==> config.mk <==
export PLATFORM = sky130hd
export DESIGN_NAME = ink_column_composite
export DESIGN_NICKNAME = d
export VERILOG_FILES = /design/src/hw/rtl/icc_pkg.sv /design/src/hw/rtl/icc_front.sv /design/src/hw/rtl/icc_queue.sv /design/src/hw/rtl/icc_div.sv /design/src/hw/rtl/icc_back.sv /design/src/hw/rtl/ink_column_composite.sv
export SDC_FILE = /design/constraint.sdc
export NUM_CORES = 2
export LEC_CHECK = 0
export ABC_AREA = 1
export BUFFER_PORTS_ARGS = -buffer_cell sky130_fd_sc_hd__buf_2
export CAP_MARGIN = 30
export CORE_MARGIN = 2
export CORE_UTILIZATION = 66
export CTS_CLUSTER_DIAMETER = 60
export DETAILED_ROUTE_END_ITERATION = 12
export GPL_TIMING_DRIVEN = 0
export PLACE_DENSITY = 0.83
export REMOVE_ABC_BUFFERS = 1
export SYNTH_ARGS = -nofsm -noshare
export SYNTH_HDL_FRONTEND = slang
export SYNTH_HIERARCHICAL = 1
export SYNTH_SLANG_ARGS = --single-unit
==> constraint.sdc <==
create_clock -name clk -period 9.5 [get_ports clk]
set_clock_uncertainty 0.15 [all_clocks]
set_input_delay 0 -clock clk [delete_from_list [all_inputs] [get_ports clk]]
set_output_delay 0 -clock clk [all_outputs]
set_load 0.05 [all_outputs]
==> src/hw/rtl/icc_pkg.sv <==
`timescale 1ns / 1ps
package icc_pkg;

  localparam int CHANNELS_DEF    = 4;
  localparam int SUM_MAX_DEF     = 1020;
  localparam int QUEUE_DEPTH_DEF = 2;

  localparam int DYE_W     = 8;
  localparam int NUM_DYES  = 4;
  localparam int NUM_RGB   = 3;
  localparam int SUM_W     = 10;   // holds any SUM_MAX up to 1020
  localparam int MIX_W     = 18;   // 4 * 255 * 255
  localparam int ACC_W     = 16;
  localparam int RCP_W     = 16;
  localparam int GAIN_W    = 16;
  localparam int COL_W     = 24;
  localparam int HUE_W     = 8;
  localparam int CFG_IDX_W = 3;

  localparam logic [7:0]       TRANS_FULL   = 8'd255;
  localparam logic [7:0]       OPAQUE_LIMIT = 8'd3;
  localparam logic [7:0]       ALPHA_CAP    = 8'd255;
  localparam logic [RCP_W-1:0] RCP_CAP      = 16'hFFFF;
  localparam logic [ACC_W-1:0] ACC_CAP      = 16'hFFFF;
  localparam logic [GAIN_W-1:0] GAIN_RST    = 16'd256;
  localparam logic [COL_W-1:0] COLOUR_RST   = 24'hFFFFFF;
  localparam int               DIVIDEND     = 65536;

  typedef enum logic [CFG_IDX_W-1:0] {
    REG_GAIN    = 3'd0,
    REG_COLOUR0 = 3'd1,
    REG_COLOUR1 = 3'd2,
    REG_COLOUR2 = 3'd3,
    REG_COLOUR3 = 3'd4
  } cfg_reg_t;

  typedef struct packed {
    logic [GAIN_W-1:0]                gain;
    logic [NUM_DYES-1:0][COL_W-1:0]   colour;
  } cfg_t;

  // one classified voxel, as queued between front and back
  typedef struct packed {
    logic                             last;
    logic [SUM_W-1:0]                 sum;
    logic [NUM_RGB-1:0][MIX_W-1:0]    mix;
  } item_t;

  typedef struct packed {
    logic             start;
    logic [SUM_W-1:0] divisor;
  } div_req_t;

  typedef struct packed {
    logic             done;
    logic [RCP_W-1:0] quot;
  } div_rsp_t;

endpackage

==> src/hw/rtl/icc_front.sv <==
`timescale 1ns / 1ps
module icc_front #(
  parameter int CHANNELS = icc_pkg::CHANNELS_DEF,
  parameter int SUM_MAX  = icc_pkg::SUM_MAX_DEF
) (
  input  logic                                             clk,
  input  logic                                             rst_n,
  input  icc_pkg::cfg_t                                    cfg,
  input  logic                                             in_valid,
  output logic                                             in_ready,
  input  logic [icc_pkg::NUM_DYES-1:0][icc_pkg::DYE_W-1:0] in_dyes,
  input  logic                                             in_last,
  output logic                                             push_valid,
  input  logic                                             push_ready,
  output icc_pkg::item_t                                   push_item
);

  logic           st_valid_r;
  icc_pkg::item_t st_item_r;
  icc_pkg::item_t cls;
  logic [icc_pkg::SUM_W-1:0] sum_raw;

  // dye sum and the three colour mixes of one voxel
  always_comb begin
    sum_raw  = '0;
    cls      = '0;
    cls.last = in_last;
    for (int ch = 0; ch < icc_pkg::NUM_DYES; ch++) begin
      if (ch < CHANNELS) begin
        sum_raw = sum_raw + icc_pkg::SUM_W'(in_dyes[ch]);
        for (int c = 0; c < icc_pkg::NUM_RGB; c++) begin
          cls.mix[c] = cls.mix[c]
                     + icc_pkg::MIX_W'(in_dyes[ch])
                     * icc_pkg::MIX_W'(cfg.colour[ch][8*(icc_pkg::NUM_RGB-1-c) +: 8]);
        end
      end
    end
    cls.sum = (sum_raw > icc_pkg::SUM_W'(SUM_MAX)) ? icc_pkg::SUM_W'(SUM_MAX) : sum_raw;
  end

  assign in_ready   = !st_valid_r || push_ready;
  assign push_valid = st_valid_r;
  assign push_item  = st_item_r;

  always_ff @(posedge clk) begin
    if (!rst_n) begin
      st_valid_r <= 1'b0;
    end else if (in_valid && in_ready) begin
      st_valid_r <= 1'b1;
    end else if (push_ready) begin
      st_valid_r <= 1'b0;
    end
  end

  always_ff @(posedge clk) begin
    if (in_valid && in_ready) begin
      st_item_r <= cls;
    end
  end

endmodule

==> src/hw/rtl/icc_queue.sv <==
`timescale 1ns / 1ps
module icc_queue #(
  parameter int DEPTH = icc_pkg::QUEUE_DEPTH_DEF
) (
  input  logic           clk,
  input  logic           rst_n,
  input  logic           push_valid,
  output logic           push_ready,
  input  icc_pkg::item_t push_item,
  output logic           pop_valid,
  input  logic           pop_ready,
  output icc_pkg::item_t pop_item
);

  localparam int PTR_W = (DEPTH > 1) ? $clog2(DEPTH) : 1;
  localparam int CNT_W = $clog2(DEPTH + 1);

  icc_pkg::item_t   mem_r [DEPTH];
  logic [PTR_W-1:0] wr_ptr_r, rd_ptr_r;
  logic [CNT_W-1:0] count_r;
  logic             do_push, do_pop;

  assign push_ready = count_r < CNT_W'(DEPTH);
  assign pop_valid  = count_r != '0;
  assign pop_item   = mem_r[rd_ptr_r];
  assign do_push    = push_valid && push_ready;
  assign do_pop     = pop_valid && pop_ready;

  always_ff @(posedge clk) begin
    if (!rst_n) begin
      wr_ptr_r <= '0;
      rd_ptr_r <= '0;
      count_r  <= '0;
    end else begin
      if (do_push) begin
        wr_ptr_r <= (wr_ptr_r == PTR_W'(DEPTH - 1)) ? '0 : wr_ptr_r + 1'b1;
      end
      if (do_pop) begin
        rd_ptr_r <= (rd_ptr_r == PTR_W'(DEPTH - 1)) ? '0 : rd_ptr_r + 1'b1;
      end
      if (do_push && !do_pop) begin
        count_r <= count_r + 1'b1;
      end else if (do_pop && !do_push) begin
        count_r <= count_r - 1'b1;
      end
    end
  end

  always_ff @(posedge clk) begin
    if (do_push) begin
      mem_r[wr_ptr_r] <= push_item;
    end
  end

endmodule

==> src/hw/rtl/icc_div.sv <==
`timescale 1ns / 1ps
// 65536 / divisor, capped at 65535; two quotient bits per cycle
module icc_div (
  input  logic              clk,
  input  logic              rst_n,
  input  icc_pkg::div_req_t req,
  output icc_pkg::div_rsp_t rsp
);

  localparam int Q_W   = 18;
  localparam int STEPS = Q_W / 2;
  localparam int CNT_W = $clog2(STEPS + 1);
  localparam int D_W   = icc_pkg::SUM_W;

  logic [Q_W-1:0]   num_r, quot_r;
  logic [D_W-1:0]   rem_r, den_r;
  logic [CNT_W-1:0] cnt_r;
  logic             busy_r, done_r;
  logic [D_W-1:0]   rem_nxt;
  logic [1:0]       qbits;

  always_comb begin
    logic [D_W:0] r;
    rem_nxt = rem_r;
    qbits   = '0;
    for (int s = 0; s < 2; s++) begin
      r = {rem_nxt, num_r[Q_W-1-s]};
      if (r >= {1'b0, den_r}) begin
        r        = r - {1'b0, den_r};
        qbits[1-s] = 1'b1;
      end
      rem_nxt = r[D_W-1:0];
    end
  end

  assign rsp.done = done_r;
  assign rsp.quot = (quot_r > Q_W'(icc_pkg::RCP_CAP)) ? icc_pkg::RCP_CAP
                                                     : quot_r[icc_pkg::RCP_W-1:0];

  always_ff @(posedge clk) begin
    if (!rst_n) begin
      busy_r <= 1'b0;
      done_r <= 1'b0;
      cnt_r  <= '0;
    end else begin
      done_r <= 1'b0;
      if (req.start) begin
        busy_r <= 1'b1;
        cnt_r  <= CNT_W'(STEPS);
      end else if (busy_r) begin
        cnt_r <= cnt_r - 1'b1;
        if (cnt_r == CNT_W'(1)) begin
          busy_r <= 1'b0;
          done_r <= 1'b1;
        end
      end
    end
  end

  always_ff @(posedge clk) begin
    if (req.start) begin
      num_r  <= Q_W'(icc_pkg::DIVIDEND);
      rem_r  <= '0;
      quot_r <= '0;
      den_r  <= req.divisor;
    end else if (busy_r) begin
      num_r  <= {num_r[Q_W-3:0], 2'b00};
      rem_r  <= rem_nxt;
      quot_r <= {quot_r[Q_W-3:0], qbits};
    end
  end

endmodule

==> src/hw/rtl/icc_back.sv <==
`timescale 1ns / 1ps
module icc_back #(
  parameter int SUM_MAX = icc_pkg::SUM_MAX_DEF
) (
  input  logic                        clk,
  input  logic                        rst_n,
  input  icc_pkg::cfg_t               cfg,
  input  logic                        pop_valid,
  output logic                        pop_ready,
  input  icc_pkg::item_t              pop_item,
  output icc_pkg::div_req_t           div_req,
  input  icc_pkg::div_rsp_t           div_rsp,
  output logic                        out_valid,
  input  logic                        out_ready,
  output logic [7:0]                  out_opacity,
  output logic [icc_pkg::HUE_W-1:0]   out_hue_red,
  output logic [icc_pkg::HUE_W-1:0]   out_hue_green,
  output logic [icc_pkg::HUE_W-1:0]   out_hue_blue
);

  localparam int ACC_W = icc_pkg::ACC_W;
  localparam int RCP_W = icc_pkg::RCP_W;
  localparam int SUM_W = icc_pkg::SUM_W;
  localparam int MIX_W = icc_pkg::MIX_W;
  localparam int NRGB  = icc_pkg::NUM_RGB;
  localparam int AP_W  = SUM_W + icc_pkg::GAIN_W;   // sum * gain
  localparam int TP_W  = (MIX_W - 8) + RCP_W;       // (mix>>8) * rcp
  localparam int T_W   = TP_W - 8;
  localparam int UP_W  = T_W + 8;                   // t * contrib
  localparam int HP_W  = ACC_W + RCP_W;             // acc * rcp

  typedef enum logic [10:0] {
    S_IDLE    = 11'b000_0000_0001,
    S_ALPHA   = 11'b000_0000_0010,
    S_CONTRIB = 11'b000_0000_0100,
    S_RDIV    = 11'b000_0000_1000,
    S_TERM1   = 11'b000_0001_0000,
    S_TERM2   = 11'b000_0010_0000,
    S_TRANS   = 11'b000_0100_0000,
    S_FIN     = 11'b000_1000_0000,
    S_HDIV    = 11'b001_0000_0000,
    S_HUE     = 11'b010_0000_0000,
    S_OUT     = 11'b100_0000_0000
  } state_t;

  state_t                          state_r;
  icc_pkg::item_t                  item_r;
  logic [7:0]                      alpha_r, contrib_r, trans_r;
  logic [RCP_W-1:0]                rcp_r;
  logic [T_W-1:0]                  t_r;
  logic [1:0]                      ch_r;
  logic [NRGB-1:0][ACC_W-1:0]      acc_r;
  logic [NRGB-1:0][7:0]            hue_r;
  logic                            opaque_r;
  logic                            out_valid_r;
  logic [7:0]                      out_opacity_r;
  logic [NRGB-1:0][7:0]            out_hue_r;

  logic [AP_W-1:0]  a_prod;
  logic [15:0]      c_prod;
  logic [TP_W-1:0]  t_prod;
  logic [UP_W-1:0]  u_prod;
  logic [ACC_W:0]   acc_sum;
  logic [HP_W-1:0]  h_prod;
  logic [7:0]       trans_dec;
  logic [ACC_W-1:0] cmax;
  logic [SUM_W-1:0] cmax_clip;
  logic             out_load;

  always_comb begin
    a_prod    = AP_W'(item_r.sum) * AP_W'(cfg.gain);
    c_prod    = 16'(trans_r) * 16'(alpha_r);
    t_prod    = TP_W'(item_r.mix[ch_r][MIX_W-1:8]) * TP_W'(rcp_r);
    u_prod    = UP_W'(t_r) * UP_W'(contrib_r);
    acc_sum   = (ACC_W+1)'(acc_r[ch_r]) + (ACC_W+1)'(u_prod[UP_W-1:8]);
    h_prod    = HP_W'(acc_r[ch_r]) * HP_W'(rcp_r);
    trans_dec = trans_r - contrib_r;
    cmax      = acc_r[0];
    if (acc_r[1] > cmax) cmax = acc_r[1];
    if (acc_r[2] > cmax) cmax = acc_r[2];
    cmax_clip = (cmax > ACC_W'(SUM_MAX)) ? SUM_W'(SUM_MAX) : cmax[SUM_W-1:0];
  end

  // divider is shared by the voxel reciprocal and the hue scale
  always_comb begin
    div_req.start   = 1'b0;
    div_req.divisor = item_r.sum;
    if (state_r == S_CONTRIB && c_prod[15:8] != 8'd0) begin
      div_req.start = 1'b1;
    end else if (state_r == S_FIN && item_r.last && cmax != '0) begin
      div_req.start   = 1'b1;
      div_req.divisor = cmax_clip;
    end
  end

  assign pop_ready     = (state_r == S_IDLE);
  assign out_load      = (state_r == S_OUT) && (!out_valid_r || out_ready);
  assign out_valid     = out_valid_r;
  assign out_opacity   = out_opacity_r;
  assign out_hue_red   = out_hue_r[0];
  assign out_hue_green = out_hue_r[1];
  assign out_hue_blue  = out_hue_r[2];

  always_ff @(posedge clk) begin
    if (!rst_n) begin
      state_r     <= S_IDLE;
      trans_r     <= icc_pkg::TRANS_FULL;
      acc_r       <= '0;
      opaque_r    <= 1'b0;
      out_valid_r <= 1'b0;
    end else begin
      if (out_load) begin
        out_valid_r <= 1'b1;
      end else if (out_ready) begin
        out_valid_r <= 1'b0;
      end
      unique case (state_r)
        S_IDLE: begin
          if (pop_valid) state_r <= S_ALPHA;
        end
        S_ALPHA: begin
          if (opaque_r || item_r.sum == '0) state_r <= S_FIN;
          else                              state_r <= S_CONTRIB;
        end
        S_CONTRIB: begin
          if (c_prod[15:8] == 8'd0) state_r <= S_TRANS;
          else                      state_r <= S_RDIV;
        end
        S_RDIV: begin
          if (div_rsp.done) state_r <= S_TERM1;
        end
        S_TERM1: begin
          state_r <= S_TERM2;
        end
        S_TERM2: begin
          acc_r[ch_r] <= acc_sum[ACC_W] ? icc_pkg::ACC_CAP : acc_sum[ACC_W-1:0];
          if (ch_r == 2'(NRGB - 1)) state_r <= S_TRANS;
          else                      state_r <= S_TERM1;
        end
        S_TRANS: begin
          trans_r <= trans_dec;
          if (trans_dec <= icc_pkg::OPAQUE_LIMIT) opaque_r <= 1'b1;
          state_r <= S_FIN;
        end
        S_FIN: begin
          if (!item_r.last)     state_r <= S_IDLE;
          else if (cmax == '0)  state_r <= S_OUT;
          else                  state_r <= S_HDIV;
        end
        S_HDIV: begin
          if (div_rsp.done) state_r <= S_HUE;
        end
        S_HUE: begin
          if (ch_r == 2'(NRGB - 1)) state_r <= S_OUT;
        end
        S_OUT: begin
          if (out_load) begin
            trans_r  <= icc_pkg::TRANS_FULL;
            acc_r    <= '0;
            opaque_r <= 1'b0;
            state_r  <= S_IDLE;
          end
        end
        default: state_r <= S_IDLE;
      endcase
    end
  end

  // datapath registers
  always_ff @(posedge clk) begin
    if (state_r == S_IDLE && pop_valid) begin
      item_r <= pop_item;
    end
    if (state_r == S_ALPHA) begin
      alpha_r <= (a_prod[AP_W-1:8] > (AP_W-8)'(icc_pkg::ALPHA_CAP)) ? icc_pkg::ALPHA_CAP
                                                                    : a_prod[15:8];
    end
    if (state_r == S_CONTRIB) begin
      contrib_r <= c_prod[15:8];
    end
    if ((state_r == S_RDIV || state_r == S_HDIV) && div_rsp.done) begin
      rcp_r <= div_rsp.quot;
      ch_r  <= '0;
    end
    if (state_r == S_TERM1) begin
      t_r <= t_prod[TP_W-1:8];
    end
    if (state_r == S_TERM2 || state_r == S_HUE) begin
      ch_r <= ch_r + 1'b1;
    end
    if (state_r == S_HUE) begin
      hue_r[ch_r] <= (h_prod[HP_W-1:8] > (HP_W-8)'(8'd255)) ? 8'd255 : h_prod[15:8];
    end
    if (state_r == S_FIN && item_r.last && cmax == '0) begin
      hue_r <= '0;
    end
    if (out_load) begin
      out_opacity_r <= icc_pkg::TRANS_FULL - trans_r;
      out_hue_r     <= hue_r;
    end
  end

endmodule

==> src/hw/rtl/ink_column_composite.sv <==
`timescale 1ns / 1ps
// Path: the front register and the queue, then the back end: a voxel that adds nothing
// passes alpha and finish (also contrib and trans if its sum is non-zero but it absorbs no
// light), one that adds colour also waits on the radix-4 reciprocal divider, then takes six
// multiply steps; a last voxel then runs the hue scale unless no colour was gathered.
// The back end takes a new voxel from the queue only once it is idle again.
// Reset (synchronous, rst_n low): registers back to defaults, column state cleared, queue empty.
module ink_column_composite #(
  parameter int CHANNELS    = icc_pkg::CHANNELS_DEF,
  parameter int SUM_MAX     = icc_pkg::SUM_MAX_DEF,
  parameter int QUEUE_DEPTH = icc_pkg::QUEUE_DEPTH_DEF
) (
  input  logic                            clk,
  input  logic                            rst_n,
  // configuration writes
  input  logic                            cfg_valid,
  output logic                            cfg_ready,
  input  logic [icc_pkg::CFG_IDX_W-1:0]   cfg_index,
  input  logic [icc_pkg::COL_W-1:0]       cfg_data,
  // voxel items, front to back
  input  logic                            in_valid,
  output logic                            in_ready,
  input  logic [icc_pkg::DYE_W-1:0]       in_dye_a,
  input  logic [icc_pkg::DYE_W-1:0]       in_dye_b,
  input  logic [icc_pkg::DYE_W-1:0]       in_dye_c,
  input  logic [icc_pkg::DYE_W-1:0]       in_dye_d,
  input  logic                            in_last_in_column,
  // one result item per column
  output logic                            out_valid,
  input  logic                            out_ready,
  output logic [7:0]                      out_opacity,
  output logic [icc_pkg::HUE_W-1:0]       out_hue_red,
  output logic [icc_pkg::HUE_W-1:0]       out_hue_green,
  output logic [icc_pkg::HUE_W-1:0]       out_hue_blue
);

  icc_pkg::cfg_t     cfg_r;
  icc_pkg::item_t    push_item, pop_item;
  icc_pkg::div_req_t div_req;
  icc_pkg::div_rsp_t div_rsp;
  logic              push_valid, push_ready, pop_valid, pop_ready;

  // Registers are always writable; writes are meant for when no item is in flight.
  assign cfg_ready = 1'b1;

  always_ff @(posedge clk) begin
    if (!rst_n) begin
      cfg_r.gain   <= icc_pkg::GAIN_RST;
      cfg_r.colour <= {icc_pkg::NUM_DYES{icc_pkg::COLOUR_RST}};
    end else if (cfg_valid && cfg_ready) begin
      unique case (cfg_index)
        icc_pkg::REG_GAIN:    cfg_r.gain      <= cfg_data[icc_pkg::GAIN_W-1:0];
        icc_pkg::REG_COLOUR0: cfg_r.colour[0] <= cfg_data;
        icc_pkg::REG_COLOUR1: cfg_r.colour[1] <= cfg_data;
        icc_pkg::REG_COLOUR2: cfg_r.colour[2] <= cfg_data;
        icc_pkg::REG_COLOUR3: cfg_r.colour[3] <= cfg_data;
        default: ;  // unmapped index, write dropped
      endcase
    end
  end

  // Front end: sums the dyes and forms the colour mixes, one item per cycle while the queue accepts them.
  icc_front #(
    .CHANNELS (CHANNELS),
    .SUM_MAX  (SUM_MAX)
  ) u_front (
    .clk        (clk),
    .rst_n      (rst_n),
    .cfg        (cfg_r),
    .in_valid   (in_valid),
    .in_ready   (in_ready),
    .in_dyes    ({in_dye_d, in_dye_c, in_dye_b, in_dye_a}),
    .in_last    (in_last_in_column),
    .push_valid (push_valid),
    .push_ready (push_ready),
    .push_item  (push_item)
  );

  // Short queue so the front keeps taking items while the back iterates.
  icc_queue #(
    .DEPTH (QUEUE_DEPTH)
  ) u_queue (
    .clk        (clk),
    .rst_n      (rst_n),
    .push_valid (push_valid),
    .push_ready (push_ready),
    .push_item  (push_item),
    .pop_valid  (pop_valid),
    .pop_ready  (pop_ready),
    .pop_item   (pop_item)
  );

  // Shared reciprocal unit: voxel sum and column hue scale.
  icc_div u_div (
    .clk   (clk),
    .rst_n (rst_n),
    .req   (div_req),
    .rsp   (div_rsp)
  );

  // Back end: compositing sequencer, accumulators and output register.
  icc_back #(
    .SUM_MAX (SUM_MAX)
  ) u_back (
    .clk           (clk),
    .rst_n         (rst_n),
    .cfg           (cfg_r),
    .pop_valid     (pop_valid),
    .pop_ready     (pop_ready),
    .pop_item      (pop_item),
    .div_req       (div_req),
    .div_rsp       (div_rsp),
    .out_valid     (out_valid),
    .out_ready     (out_ready),
    .out_opacity   (out_opacity),
    .out_hue_red   (out_hue_red),
    .out_hue_green (out_hue_green),
    .out_hue_blue  (out_hue_blue)
  );

endmodule

Word-level counts from Yosys, hierarchy flattened
Memories as Yosys holds them, arrays and structs flattened. A register that Yosys moved wholly into a read port is not among the register bits.
Cells that the tools add are included.
- register bits: 404
- RAM bits: 130
- input bits: 65
- output and inout port bits: 35
- word-level logic and storage cells: 224
- memories kept: 1
- add/sub/neg operators: 23
- $mul: 17
- order comparisons: 13
- eq/ne operators: 23
- muxes and demuxes: 58
- bitwise logic cells: 2
- reduce and logical (&&, ||, !) cells: 46
- memories (name ; depth ; bits a word ; rd ports ; clocked after memory_dff ; write ports ; RTL line ; text):
    u_queue.mem_r ; 2 ; 65 ; 1 ; 1 ; 1 ; icc_queue.sv:18 ; icc_pkg::item_t mem_r [DEPTH];
- operators with widths (cell ; count):
    8-bit by 8-bit multiplier with 16-bit output ; 13
    11-bit one-hot mux with 11 select lines ; 1
    18-bit by 16-bit adder with 18-bit output ; 6
    48-bit one-hot mux with 2 select lines ; 1
    11-bit 2-to-1 mux ; 8
    16-bit 2-to-1 mux ; 5
    10-bit by 16-bit multiplier with 26-bit output ; 2
    16-bit by 16-bit adder with 17-bit output ; 3
    48-bit bitwise mux ; 1
    48-bit 2-to-1 mux ; 1
    10-bit 2-to-1 mux ; 4
    18-bit binary-select mux with 2-bit select ; 1
    16-bit binary-select mux with 2-bit select ; 1
    16-bit demux with 2-bit select ; 1
    16-bit greater-than comparator ; 2
    16-bit by 16-bit multiplier with 32-bit output ; 1
    8-bit 2-to-1 mux ; 4
    18-bit by 8-bit multiplier with 25-bit output ; 1
    24-bit bitwise mux ; 1
    24-bit by 8-bit greater-than comparator with 1-bit output, second input constant ; 1
    11-bit by 10-bit greater-or-equal comparator with 1-bit output ; 2
    10-bit by 8-bit adder with 10-bit output ; 2
    10-bit subtractor ; 2
    18-bit by 16-bit greater-than comparator with 1-bit output, second input constant ; 1
    other kinds (57) ; 117

Depth between registers and ports, before layout
- depth after elaboration: 9
- gate-level depth with buffers: 39
- mapped depth without buffers: 39

Cells and area by module
Netlist, hierarchy kept.
- by module, submodules not included (module ; instances ; cells each ; area an instance (um^2)):
    icc_back ; 1 ; 4542 ; 35502.8
    icc_front ; 1 ; 3873 ; 31418.9
    icc_queue ; 1 ; 237 ; 5129.9
    ink_column_composite ; 1 ; 540 ; 4161.5
    icc_div ; 1 ; 406 ; 2915.3

Worst setup path after synthesis
Ideal clock, no wire load.
- path kind: register -> register
- from: register u_back.ch_r[0]
- to: register u_back/hue_r[11] (netlist bit)
- setup time: 117 ps
- data arrival time: 6927 ps
- data required time: 9233 ps
- slack: 2305 ps
- cell stages (with the launch flop): 34
- buffers on the path: 2
- period minus slack after synthesis: 7195 ps
- cells stage by stage: edfxtp_1 -> inv_2 -> clkbuf_1 -> clkbuf_1 -> o21ai_0 -> o21ai_1 -> clkinv_1 -> nor2_1 -> fa_1 -> fa_1 -> fa_1 -> fa_1 -> fa_1 -> inv_1 -> fa_1 -> inv_1 -> ha_1 -> nand2_1 -> nor2_1 -> inv_1 -> nor2_1 -> inv_1 -> nor4_1 -> nand2_1 -> nand2_1 -> nand2_1 -> nand2_1 -> nand2_1 -> nand2_1 -> nand3_1 -> nor2_4 -> nand3_1 -> nor2_1 -> nor2_1
- word-level cells in the longest chain between the ends: 6
- RTL lines (item ; RTL line ; text):
    start: declaration ; icc_back.sv:51 ; logic [1:0] ch_r;
    start signal: assignment ; icc_back.sv:189 ; ch_r <= ch_r + 1'b1;
    16-bit binary-select mux with 2-bit select ; icc_back.sv:76 ; h_prod = HP_W'(acc_r[ch_r]) * HP_W'(rcp_r);
    16-bit 2-to-1 mux (implied by the code) ; icc_back.sv:76 ;
    16-bit by 16-bit multiplier with 32-bit output ; icc_back.sv:76 ;
    24-bit by 8-bit greater-than comparator with 1-bit output ; icc_back.sv:192 ; hue_r[ch_r] <= (h_prod[HP_W-1:8] > (HP_W-8)'(8'd255)) ? 8'd255 : h_prod[15:8];
    8-bit 2-to-1 mux ; icc_back.sv:192 ;
    24-bit bitwise mux (*) ; icc_back.sv:192 ;
    end signal: indexed assignment ; icc_back.sv:192 ;
    end: declaration ; icc_back.sv:53 ; logic [NRGB-1:0][7:0] hue_r;
Every way passes the cells marked *; elsewhere a longest branch is shown, timed or not. The select of a mux whose other input is x is not followed.
A chain may end at the register's enable or synchronous reset.

Worst setup path in the final report
Ends and elaborated chain as after synthesis.

==> key figures <==
Global routing
  – Wire length of the first global-routing pass: approximately 330000 um
  – Gr usage total: 36.01%
  – Global route overflow: 0
  – Largest net degree at the start of global routing: 81
  – Antenna violations before repair: 9
  – Vias in the first global route: roughly 65000

CTS
  – CTS tree: done
  – Clock Pin Slew Worst Setup and Hold Paths: roughly 0.060 ns
  – CTS Buf Count: just under 70
  – Root Buffer: clkbuf_16
  – Clk sinks: between 500 and 600
  – Clk Latency, worst-skew pair: about 0.67 ns
  – CTS H-tree lvls: 3
  – CTS Buffer Depth: 3

STA
  – Final Setup Violations: 0
  – Final count of pins violating max slew: 0
  – Tcrit/Tclk final: 93.86%
  – Hold WS: roughly 0.09 ns
  – Slew @ Worst Pin: 1.070 ns
  – Minimum clock period after layout: 8.916 ns
  – RSZ-0062 raised after global routing: no
  – Final Hold Viols: 0
  – Fmax: around 0.11 GHz
  – Slew HR: between 20% and 30%

Yosys
  – Synthesized cell area: 0.07653 mm2
  – Synthesis warning total: 6
  – Cells after Synth: 9490
  – Mean Syn Cell Area: just over 8 um2

Drt
  – Vias: roughly 62000
  – Drt via density: 5.684
  – DRC: 0
  – Routed len/inst: between 15 and 20 um
  – Post-Route WL: around 210000 um
  – Initial drt markers: 5969
  – Initial DRT Pass Iterations: 6
  – Antenna-violating nets left: 0

Die
  – Die area: ~0.12 mm2
  – DIE WIDTH: between 300 and 400 um
  – Starting Density: approximately 67%
  – Die span in y: 344.5 um
  – Row count: ~120
  – Total core area: 0.1147 mm2
  – Total I/O pin count: 100

Run
  – Max Cap Viol: 0

Critical path
  – Worst-path fanout max: 42
  – Critical Path Sink Type: register
  – Crit path largest cell delay: ~0.76 ns
  – Reg-to-reg startpoint: u_back/ch_r[0]
  – Setup CP Type: register to register
  – Critical path startpoint: u_back/ch_r[0]
  – CP Data Arrival Time: 9.26 ns
  – Critical path required time: approximately 10 ns
  – Most frequent CP cell: nand2_1
  – Startpoint Class: register
  – Slowest stage cell, crit path: edfxtp_1

Place
  – Placed instance count: approximately 11000
  – Port-buffer cells: 98
  – Detailed Place HPWL: roughly 160000 um
  – Routability cong.: around 0.97

Final layout
  – Share of layout cells above drive strength 1: 4.161%
  – Area growth syn-to-layout: 5.923%
  – Layout fillers: ~8400
  – Finished Layout Cells: between 10000 and 15000
  – Nets: around 11000

Run status
  – Status: finished, final reports clean

Min path
  – Hold_sp: cfg_data[21]
  – HP Class: input pin to register
sequential cells by signal, indices dropped and copies added, names as in the netlist, 18 cells and up, named ones only:
name,cells
u_back/item_r,41
u_back/t_r,18
u_back/acc_r,48
u_front/push_item,41
u_queue/mem_r,82
u_div/quot_r,18
cfg_r,112
u_back/hue_r,24
through the flow:
stage / area, um2 / TNS, ns / setup WS [ns] / utilization, %
finish: 81060 / 0 / 0.5836 / 70.70
global route: 81050 / 0 / 0.07184 / 70.69
CTS: 80920 / 0 / 0.1557 / 70.58
detailed placement: 78040 / -10.35 / -0.5185 / 68.07
global placement: 77330 / -29.30 / -1.307 / 67.45
floorplan: 74950 / 0 / 1.896 / -
final cells by class:
type | count | area (um2) | share of cell area, %
repair buffers | 193 | 1730 | 2.135
clock buffers | 80 | 1798 | 2.218
diodes | 8 | 20.02 | 0.02470
multi-input cells | 6024 | 52730 | 65.05
clock inverters | 46 | 551.8 | 0.6807
flip-flops and latches | 504 | 12670 | 15.63
inverters | 2574 | 9669 | 11.93
well taps | 1512 | 1892 | 2.334
critical path: cells and delay by family (launching register included):
family	cells	cell delay, ns
adders and majority gates	7	3.49
buffers and inverters	5	1.14
and+or+nand+nor	14	2.49
AOI/OAI and AO/OA	4	0.74
DFF	1	0.76
layout by cell type (no fill, tap or decap), types with 14 or more instances in the layout:
| cell | n |
|---|---|
| clkinv_1 | 14 |
| a21oi_1 | 297 |
| a21o_1 | 15 |
| o21bai_1 | 19 |
| o21ai_1 | 21 |
| o22ai_1 | 20 |
| nand4_1 | 47 |
| nand3_1 | 334 |
| o21a_1 | 17 |
| fa_1 | 1232 |
| inv_1 | 2552 |
| ha_1 | 770 |
| mux2_4 | 30 |
| nand3_2 | 16 |
| xor2_1 | 76 |
| nor3_1 | 34 |
| nand2_1 | 2228 |
| edfxtp_1 | 258 |
| clkbuf_16 | 69 |
| dlygate4sd3_1 | 49 |
| nand3b_1 | 22 |
| xnor2_1 | 61 |
| o21ai_0 | 141 |
| nor2_1 | 492 |
| dfxtp_1 | 245 |
| a31oi_1 | 20 |
| buf_2 | 98 |
layer usage:
metal / wire, um / vias to the layer above / track usage (%)
met5: 62 / - / 0
met4: 16370 / 10 / 23.82
met3: 21610 / 969 / 8.394
met2: 97420 / 3584 / 58.21
met1: 75410 / 29910 / 43.20
li1: - / 27720 / -
worst paths after layout:
path / to / cells after the start / slack [ns]
max: u_back/hue_r[11] / 30 / 0.58
min: cfg_r[21] / 4 / 0.09
max reg2reg: u_back/hue_r[11] / 30 / 0.58
min reg2reg: u_back/out_hue_blue[1] / 0 / 0.28
repair_timing:
action	4_1_cts	5_1_grt
hold buffers	50	0
buffers inserted	1	2
gates cloned	0	0
resized for setup	2	5
endpoints found under the setup margin	24	24
endpoints found under the hold margin	192	0
Power is not shown: default switching activity piles up to over one toggle a cycle in this logic, so the estimate is an artifact.
